==> config.mk <==
export PLATFORM = sky130hd
export DESIGN_NAME = pidfd_div
export DESIGN_NICKNAME = d
export VERILOG_FILES = /design/src/design/pidfd_pkg.sv /design/src/design/pidfd_div.sv
export SDC_FILE = /design/constraint.sdc
export NUM_CORES = 1
export LEC_CHECK = 0
export BUFFER_PORTS_ARGS = -buffer_cell sky130_fd_sc_hd__buf_2
export CORE_MARGIN = 5
export CORE_UTILIZATION = 35
export CTS_CLUSTER_DIAMETER = 80
export CTS_CLUSTER_SIZE = 30
export DETAILED_ROUTE_END_ITERATION = 8
export HOLD_SLACK_MARGIN = 0.12
export PLACE_DENSITY = 0.53
export SYNTH_ARGS = -nofsm -noshare
export SYNTH_HDL_FRONTEND = slang
export SYNTH_SLANG_ARGS = --single-unit
==> constraint.sdc <==
create_clock -name clk -period 13.3 [get_ports clk]
set_input_delay 1.33 -clock clk [delete_from_list [all_inputs] [get_ports clk]]
set_output_delay 1.33 -clock clk [all_outputs]
set_load 0.03 [all_outputs]
==> src/design/pidfd_pkg.sv <==
// Package: widths, payload structs, sequencer states and saturating helpers for the PID block.
`timescale 1ns / 1ps
`default_nettype none
package pidfd_pkg;
	localparam int DW = 32;
	localparam int FB = 16;
	localparam int CFG_IDX_W = 3;

	typedef enum logic [CFG_IDX_W-1:0] {
		REG_GAIN_P     = 3'd0,
		REG_GAIN_I     = 3'd1,
		REG_GAIN_D     = 3'd2,
		REG_DRIVE_LOW  = 3'd3,
		REG_DRIVE_HIGH = 3'd4,
		REG_ACCUM_LOW  = 3'd5,
		REG_ACCUM_HIGH = 3'd6,
		REG_FILTER_TAU = 3'd7
	} reg_idx_t;

	typedef struct packed {
		logic signed [DW-1:0] error_sample;
		logic        [DW-2:0] step_time;
	} in_item_t;

	typedef struct packed {
		logic signed [DW-1:0] drive;
		logic                 step_skipped;
	} out_item_t;

	typedef enum logic [3:0] {
		ST_IDLE, ST_DIV_RAW, ST_DIV_ALPHA, ST_MUL_F, ST_ADD_F,
		ST_MUL_I1, ST_MUL_I2, ST_MUL_P, ST_MUL_D, ST_SUM, ST_FINISH
	} state_t;

	// saturating add of two signed words
	function automatic logic signed [DW-1:0] sat_add(logic signed [DW-1:0] a,
			logic signed [DW-1:0] b);
		logic signed [DW:0] s;
		s = {a[DW-1], a} + {b[DW-1], b};
		if (s[DW] != s[DW-1])
			return s[DW] ? {1'b1, {(DW-1){1'b0}}} : {1'b0, {(DW-1){1'b1}}};
		return s[DW-1:0];
	endfunction

	function automatic logic signed [DW-1:0] sat_sub(logic signed [DW-1:0] a,
			logic signed [DW-1:0] b);
		logic signed [DW:0] s;
		s = {a[DW-1], a} - {b[DW-1], b};
		if (s[DW] != s[DW-1])
			return s[DW] ? {1'b1, {(DW-1){1'b0}}} : {1'b0, {(DW-1){1'b1}}};
		return s[DW-1:0];
	endfunction

	// upper limit tested first, so with swapped limits a value above hi gives hi, else lo
	function automatic logic signed [DW-1:0] clampv(logic signed [DW-1:0] v,
			logic signed [DW-1:0] lo, logic signed [DW-1:0] hi);
		if (v > hi)
			return hi;
		if (v < lo)
			return lo;
		return v;
	endfunction
endpackage
`default_nettype wire

==> src/design/pidfd_div.sv <==
// Restoring bit-serial divider: (n << FB) / d, truncated toward zero, saturated.
`timescale 1ns / 1ps
`default_nettype none
module pidfd_div (
	input  wire logic                            clk,
	input  wire logic                            arst_n,
	input  wire logic                            start,
	input  wire logic signed [pidfd_pkg::DW-1:0] num,
	input  wire logic        [pidfd_pkg::DW-1:0] den,
	output logic                                 busy_q,
	output logic                                 done_q,
	output logic signed      [pidfd_pkg::DW-1:0] quot
);
	import pidfd_pkg::*;

	localparam int QW = DW + FB;
	localparam int CW = $clog2(QW + 1);

	logic [CW-1:0] cnt_q;
	logic [DW-1:0] rem_q, dsr_q;
	logic [QW-1:0] dvd_q, quo_q, lim, qsat;
	logic          neg_q;
	logic [DW:0]   trial;
	logic          fits;

	always_comb begin
		trial = {rem_q, dvd_q[QW-1]};
		fits = trial >= {1'b0, dsr_q};
		lim = neg_q ? (QW'(1) << (DW-1)) : ((QW'(1) << (DW-1)) - QW'(1));
		qsat = (quo_q > lim) ? lim : quo_q;
		quot = neg_q ? -qsat[DW-1:0] : qsat[DW-1:0];
	end

	always_ff @(posedge clk or negedge arst_n) begin
		if (!arst_n) begin
			busy_q <= 1'b0;
			done_q <= 1'b0;
			cnt_q <= '0;
		end else begin
			done_q <= 1'b0;
			if (start) begin
				busy_q <= 1'b1;
				cnt_q <= CW'(QW);
			end else if (busy_q) begin
				cnt_q <= cnt_q - CW'(1);
				if (cnt_q == CW'(1)) begin
					busy_q <= 1'b0;
					done_q <= 1'b1;
				end
			end
		end
	end

	always_ff @(posedge clk) begin
		if (start) begin
			neg_q <= num[DW-1];
			dvd_q <= {(num[DW-1] ? DW'(-num) : DW'(num)), {FB{1'b0}}};
			dsr_q <= den;
			rem_q <= '0;
			quo_q <= '0;
		end else if (busy_q) begin
			dvd_q <= dvd_q << 1;
			rem_q <= fits ? DW'(trial - {1'b0, dsr_q}) : trial[DW-1:0];
			quo_q <= {quo_q[QW-2:0], fits};
		end
	end
endmodule
`default_nettype wire

# [Word-level counts from Yosys, hierarchy flattened]
# Index checks and enable logic that the tools add are counted.
[classes] n_addsub=4 mul=0 n_div=0 n_lt_le_gt_ge=2 eq_ne=1 shifts=0 muxes=15 n_bitwise=0 n_reduce_logical=1
[op_table] operator="2-to-1 mux 32 bit" count=5
[op_table] operator="2-to-1 mux 48 bit" count=2
[op_table] operator="negation 32 bit" count=2
[op_table] operator="> comparator 48 x 32 -> 1 bit" count=1
[op_table] operator="greater-or-equal comparator 33 x 32 -> 1 bit" count=1
[op_table] operator="subtractor 32 bit" count=1
[op_table] operator="2-to-1 mux 6 bit" count=2
[op_table] operator="equality test 6 x 1 -> 1 bit, second input constant" count=1
[op_table] operator="2-to-1 mux 1 bit" count=6
[op_table] operator="subtractor 6 x 1 -> 6 bit, second input constant" count=1
[op_table] operator="nonzero test 2 bit" count=1
[word_totals] register_bits=153 latchBits=0 mem_bits_rw=0 rom_bits=0 input_bits=67 out_inout_bits=34 elab_cells=31 n_memories=0

# [Depth between registers and ports, before layout]
# Gate-level depths: netlist of the first run.
[logic_depth] depth_word=5 mapped_depth=21 ltp_nobuf=17

# [Least setup slack after synthesis of the first run]
# OpenSTA, ideal clock, no wires.
[synth_timing] kind="register to output" start="reg neg_q" end="out quot[20] (netlist name)" arrival_ns=5.078 required_ns=11.970 setup_slack_ns=6.892 path_stages_with_launch=20 n_path_buf=4 cell_sequence="edfxtp_1 clkbuf_1 clkinv_1 ha_1 nand4_1 nor4_1 nand2b_1 nor3_1 or2_2 clkbuf_1 clkbuf_1 nor2_1 a21oi_1 ha_1 clkbuf_1 nand2_1 or4_1 o31ai_1 xor2_1 a21oi_1"
[synth_between] elab_chain_len=5
[synth_lines] element="start, declared" line_no="pidfd_div.sv:22" text="logic neg_q;"
[synth_lines] element="start signal, assigned" line_no="pidfd_div.sv:56" text="neg_q <= num[DW-1];"
[synth_lines] element="2-to-1 mux 32 bit" line_no="pidfd_div.sv:29" text="lim = neg_q ? (QW'(1) << (DW-1)) : ((QW'(1) << (DW-1)) - QW'(1));"
[synth_lines] element="> comparator 48 x 32 -> 1 bit" line_no="pidfd_div.sv:30" text="qsat = (quo_q > lim) ? lim : quo_q;"
[synth_lines] element="2-to-1 mux 32 bit" line_no="pidfd_div.sv:30"
[synth_lines] element="negation 32 bit" line_no="pidfd_div.sv:31" text="quot = neg_q ? -qsat[DW-1:0] : qsat[DW-1:0];"
[synth_lines] element="2-to-1 mux 32 bit (*)" line_no="pidfd_div.sv:31"
[synth_lines] element="end, declared" line_no="pidfd_div.sv:12" text="output logic signed [pidfd_pkg::DW-1:0] quot"
# Mark *: on every way between the ends. The rest lies on a longest branch, timed or not.

# [Worst setup path in the final report of the first run]
# Same ends and word-level chain as after synthesis.

==> results of run 1 <==
Yosys cell counts (7+ instances only):
cell and instances:
a21oi_1 97, nand3_1 10, nor4_1 14, o21ai_0 59, nand4_1 19, a31oi_1 14
mux2i_1 51, a21o_1 22, dfxtp_1 80, o211ai_1 7, or3_1 10, nand2b_1 15
xnor2_1 16, o31ai_1 14, o211a_1 8, clkbuf_1 59, nor2_1 141, a311oi_1 21
ha_1 68, o21a_1 8, nand2_1 113, nor3_1 22, dfrtp_1 8, or4_1 9
a211oi_1 20, edfxtp_1 65, inv_1 56, xor2_1 45, nor2b_1 10
power by group through the flow:
stage / Clock, mW / Sequential [mW] / Combinational, mW
floorplan: 0 / 0.601 / 0.584
global placement: 0 / 0.612 / 0.751
detailed placement: 0 / 0.612 / 0.755
CTS: 0.508 / 0.603 / 0.760
global route: 0.526 / 0.612 / 0.854
finish: 0.491 / 0.603 / 0.759
routing by layer:
metal,track usage,wire length (um),up-vias
li1,-,-,4345
met1,0.2266,12650,4028
met2,0.2279,10420,152
met3,0.03100,972,17
met4,0.03518,215,2
met5,0,12,-
cell type report:
type | count | area share
multi-input cells | 883 | 0.5086
clock inverters | 11 | 0.009654
repair buffers | 107 | 0.04904
inverters | 57 | 0.01876
well taps | 384 | 0.04213
flip-flops and latches | 153 | 0.3295
clock buffers | 21 | 0.04235
flip-flops by register name, indices dropped and copies added (netlist names):
name,cells
quo_q,48
dsr_q,32
dvd_q,32
rem_q,32
cnt_q,6
busy_q,1
done_q,1
neg_q,1
cells by family (layout without fill, tap and decap cells):
logic type,Yosys count,in the layout
adder cells (fa/ha/maj),69,69
XOR/XNOR,61,61
AND/OR/NAND/NOR,390,390
flip-flops,153,153
buffers and inverters,122,196
AO/OA/AOI/OAI,312,312
multiplexers,51,51
worst max-delay path, delay by kind of cell (launching register included):
family	cells	cell delay, ns
buffers and inverters	3	1.46
AOI/OAI and AO/OA	3	0.58
adders and majority gates	2	0.97
and+or+nand+nor	8	2.22
DFF	1	0.32
xor gates and xnor gates	1	0.10
stage by stage:
| stage | total power [mW] | instance area [um^2] | hold WS, ns |
|---|---|---|---|
| after floorplan | 1.185 | 10010 | 0.4531 |
| after global placement | 1.363 | 10810 | 0.4756 |
| after detailed placement | 1.367 | 10810 | 0.4854 |
| after CTS | 1.872 | 11400 | 0.4948 |
| after global routing | 1.992 | 11400 | 0.5185 |
| final | 1.852 | 11400 | 0.4911 |
worst paths after layout:
kind,to,slack [ns],cells after the start
max reg2reg,rem_q[28],9.48,10
max in group asynchronous,busy_q,12.37,1
min,rem_q[31],0.49,2
max,quot[20],5.86,17
min in group asynchronous,cnt_q[1],0.74,1
min reg2reg,rem_q[31],0.49,2
==> results.yml, run 1 <==
timing:
  setup_slack_ns: 5.864
  finalHoldViolations: 0
  setup_viol: 0
  period_needed_ns: 7.436
  fin_setup_tns_ns: 0
  tightest_slew_ns: 0.9490
  slew_headroom: 0.3666
  fmax_ghz: 0.1345
  slew_violations: 0
  fin_skew_ns: 0.007835
  rsz0062_at_grt: "no"
  min_period_over_period: 0.5591
route:
  ant_nets: 0
  vias: 8544
  wire_per_inst_um: 15.02
  firstDrtPassIters: 5
  viasPerCell: 5.287
  post-route-drc-count: 0
  wl_um: 24270
  drt_iter0_drc: 551
power:
  internal-power_mw: 1.126
  netSwitchingPower_mw: 0.7259
  comb_power_share: 0.410
  ir_drop_v: 0.00008499
  clkPwrFrac: 0.265
  p_seq_frac: 0.326
  switching_share: 0.3919
  p_leak_nw: 5.289
  p_per_area_mw_per_mm2: 162.4
logic_synthesis:
  synth_cell_types: 65
  synth-xor-area-share: 0.05340
  yosysSeqAreaShare: 0.3751
  synth_top_family_by_area: "compound AO/OA/AOI/OAI gates"
  netlist_instances: 1158
  dominantRegCellSynth: "dfxtp_1"
  ys_top_cells_by_area: "edfxtp_1, dfxtp_1, ha_1, nor2_1, mux2i_1"
  synth_edf_count: 65
  yosys.area_share.adder: 0.08703
  syn_area_mm2: 0.01001
  muxShareOfSynthArea: 0.05102
  synth_top_area_cell: "edfxtp_1"
  synth_top_area_frac: 0.1951
  syn_nets: 1294
  synth_warnings: 0
  syn_avg_cell_area_um2: 8.641
  yosys.area_share.simple: 0.1817
  async_flop_share: 0.05229
  synth_compound_area_frac: 0.2060
  synth-seq-cells: 153
clock_tree:
  ctsLongestPathBuffers: 2
  root_buffer: "clkbuf_16"
  cts-buffers-inserted: 17
  cts_resized: 0
  post_cts_buffers: 0
  ctsHtreeMaxLevel: 4
  cts_tree: "done"
  clk_pin_slew_ns: 0.07
  cts.sink_count: 153
  ctsHoldBuffers: 0
  clk_latency_ns: 0.43
setup_path:
  start_kind: "flip-flop"
  required_ns: 11.97
  path_cells: "buf_4 > clkinv_1 > ha_1 > nand4_1 > nor4_1 > nand2b_1 > nor3_1 > or2_2 > nor2_1 > a21oi_1 > ha_1 > nand2_1 > or4_1 > o31ai_1 > xor2_1 > a21oi_1 > buf_2"
  critPathCaptureType: "output pin"
  critPathMaxFanout: 85
  criticalPathCategory: "reg -> out"
  critPathArrivalTime_ns: 6.11
  crit_path_max_incr_delay_ns: 0.65
  worstReg2RegStart: "dsr_q[0]"
  cp-startpoint: "neg_q"
  worst_path_max_delay_cell: "buf_4"
layout:
  final_cell_mix: "nor2_1, nand2_1, buf_2"
  regArea_mm2: 0.003757
  multi_input_area_mm2: 0.005801
  nFillCells: 2952
  layout-drive-gt1-share: 0.1291
  nNetsFinal: 1355
  instances_no_fill: 1616
  final_util: 0.4006
  final_common_cell: "nor2_1"
  antenna_cells: 0
  syn_to_final_growth_pct: 13.98
die:
  initial_core_util: 0.3515
  dieWidth_um: 179.1
  core_area_mm2: 0.02847
  chipHeight_um: 179.1
  die_area_mm2: 0.03207
  rows: 62
  io_pins: 101
run_status:
  status: "finished, final reports clean"
global_route:
  grt_antenna_before_repair: 1
  grt_pass1_vias: 7818
  grt_use_total: 0.1528
  grt_pass1_wl_um: 40140
  grt_overflow: 0
  grt_start_max_net_pins: 86
place:
  gp_congestion: 0.8139
  dp_hpwl_um: 17150
  post-place-cells: 1584
  dp_slack_ns: 6.328
  io_buffers: 100
run:
  maxCapViolCount: 0
hold_path:
  hold_start: "rem_q[31]"
  hold_path_class: "reg -> reg"
(Power assumes the default switching activity.)
==> run 2, diff against run 1 <==
Settings changed: PLACE_DENSITY 0.53 to 0.55.
Clock period 13.3 ns to 6.1 ns, I/O delays scaled along.
==> run 2 against run 1 <==
Effect of this change: register-to-register slack got worse by 7.2 ns; sequential power rose by 120%; largest cell class unchanged; core utilization rose by 0.16 points.
==> results.yml, run 2 (synthesis results as in run 1) <==
layout:
  layout-drive-gt1-share: 0.1326
  final_cell_mix: "nor2_1, nand2_1, buf_2"
  design_area_mm2: 0.01145
  largest_register: "quo_q"
  final_common_cell: "nor2_1"
  nFillCells: 2868
  syn_to_final_growth_pct: 14.44
  final_util: 0.4022
  largest_reg_flops: 48
  antenna_cells: 0
  nNetsFinal: 1360
setup_path:
  critPathMaxFanout: 59
  critPathCaptureType: "output pin"
  worstReg2RegStart: "dsr_q[0]"
  path_buf_inv: 3
  cpMostUsedCell: "a21oi_1"
  cp-startpoint: "neg_q"
  path_cells: "buf_4 > ha_1 > a21o_1 > a21o_1 > a21oi_1 > o21ai_0 > a21oi_1 > o21a_1 > or2_2 > nor2_1 > a21oi_1 > ha_1 > buf_4 > nand2_1 > or4_1 > o31ai_1 > xor2_1 > a21oi_1 > buf_2"
  worst_path_max_delay_cell: "buf_4"
  critPathArrivalTime_ns: 4.88
  required_ns: 5.49
  criticalPathCategory: "reg -> out"
  start_kind: "flip-flop"
  crit_family: "compound AO/OA/AOI/OAI gates"
  crit_path_max_incr_delay_ns: 0.48
timing:
  period_needed_ns: 5.493
  rsz0062_at_grt: "no"
  slew_headroom: 0.3994
  fmax_ghz: 0.1821
  fin_skew_ns: 0.01062
  fin_setup_tns_ns: 0
  slew_violations: 0
  setup_slack_ns: 0.6075
  min_period_over_period: 0.9004
  setup_viol: 0
  finalHoldViolations: 0
  tightest_slew_ns: 0.9008
route:
  viasPerCell: 5.262
  wire_per_inst_um: 14.97
  post-route-drc-count: 0
  drt_iter0_drc: 610
  vias: 8530
  ant_nets: 0
  wl_um: 24260
  firstDrtPassIters: 5
die:
  rows: 62
  io_pins: 101
  initial_core_util: 0.3515
  dieWidth_um: 179.1
  core_area_mm2: 0.02847
  chipHeight_um: 179.1
  die_area_mm2: 0.03207
hold_path:
  hold_start: "den[19]"
  hold_path_class: "in -> reg"
clock_tree:
  root_buffer: "clkbuf_16"
  cts.sink_count: 153
  clk_pin_slew_ns: 0.07
  ctsHtreeMaxLevel: 4
  cts_tree: "done"
  cts_resized: 0
  ctsLongestPathBuffers: 2
  cts-buffers-inserted: 17
  clk_latency_ns: 0.43
power:
  p_per_area_mw_per_mm2: 354.3
  ir_drop_v: 0.0001638
  p_total_mw: 4.057
  p_leak_nw: 5.332
run_status:
  status: "finished, final reports clean"
global_route:
  grt_use_total: 0.1534
  grt_antenna_before_repair: 1
  grt_start_max_net_pins: 110
  grt_overflow: 0
  grt_pass1_wl_um: 40570
  grt_pass1_vias: 8028
place:
  placed_area_mm2: 0.01084
  gp_congestion: 0.8175
  io_buffers: 100
  dp_slack_ns: 1.075
  dp_hpwl_um: 17030
run:
  maxCapViolCount: 0
run 2: power breakdown:
part	switching [mW]	internal [mW]	total, mW
Clock	0.459	0.621	1.08
Combinational	1.03	0.629	1.66
Sequential	0.103	1.22	1.32
Total	1.59	2.47	4.06
run 2: layout make-up:
type	count	area (um^2)	area share
well taps	384	480.5	0.04196
inverters	57	214.0	0.01868
repair buffers	112	599.3	0.05234
clock inverters	10	73.82	0.006447
multi-input cells	883	5798	0.5063
clock buffers	22	528.0	0.04611
flip-flops and latches	153	3757	0.3281
run 2: worst paths after layout:
| check | endpoint | slack [ns] | cells past startpoint |
|---|---|---|---|
| max | quot[20] | 0.61 | 19 |
| min | dsr_q[19] | 0.35 | 1 |
| max reg2reg | rem_q[28] | 2.28 | 10 |
| min reg2reg | rem_q[31] | 0.50 | 2 |
| max in group asynchronous | busy_q | 5.32 | 2 |
| min in group asynchronous | cnt_q[0] | 0.59 | 2 |
run 2: stage by stage:
step	hold WS (ns)	instances
final	0.3488	1621
after global routing	0.3285	1621
after CTS	0.3314	1621
after detailed placement	0.4627	1588
after global placement	0.4638	1588
after floorplan	0.3144	1158
run 2: layer usage:
layer  track usage  share of wire  vias to the layer above
met4       0.03838          0.013                        2
met2        0.2351           0.42                      186
met1        0.2218           0.52                     3953
met3       0.02973          0.045                       26
li1              -              -                     4363
met5             0        0.00054                        -
run 2: repair_timing:
item,CTS,global route
endpoints found under the hold margin,8,0
buffers inserted,0,0
endpoints found under the setup margin,0,0
hold buffers,1,0
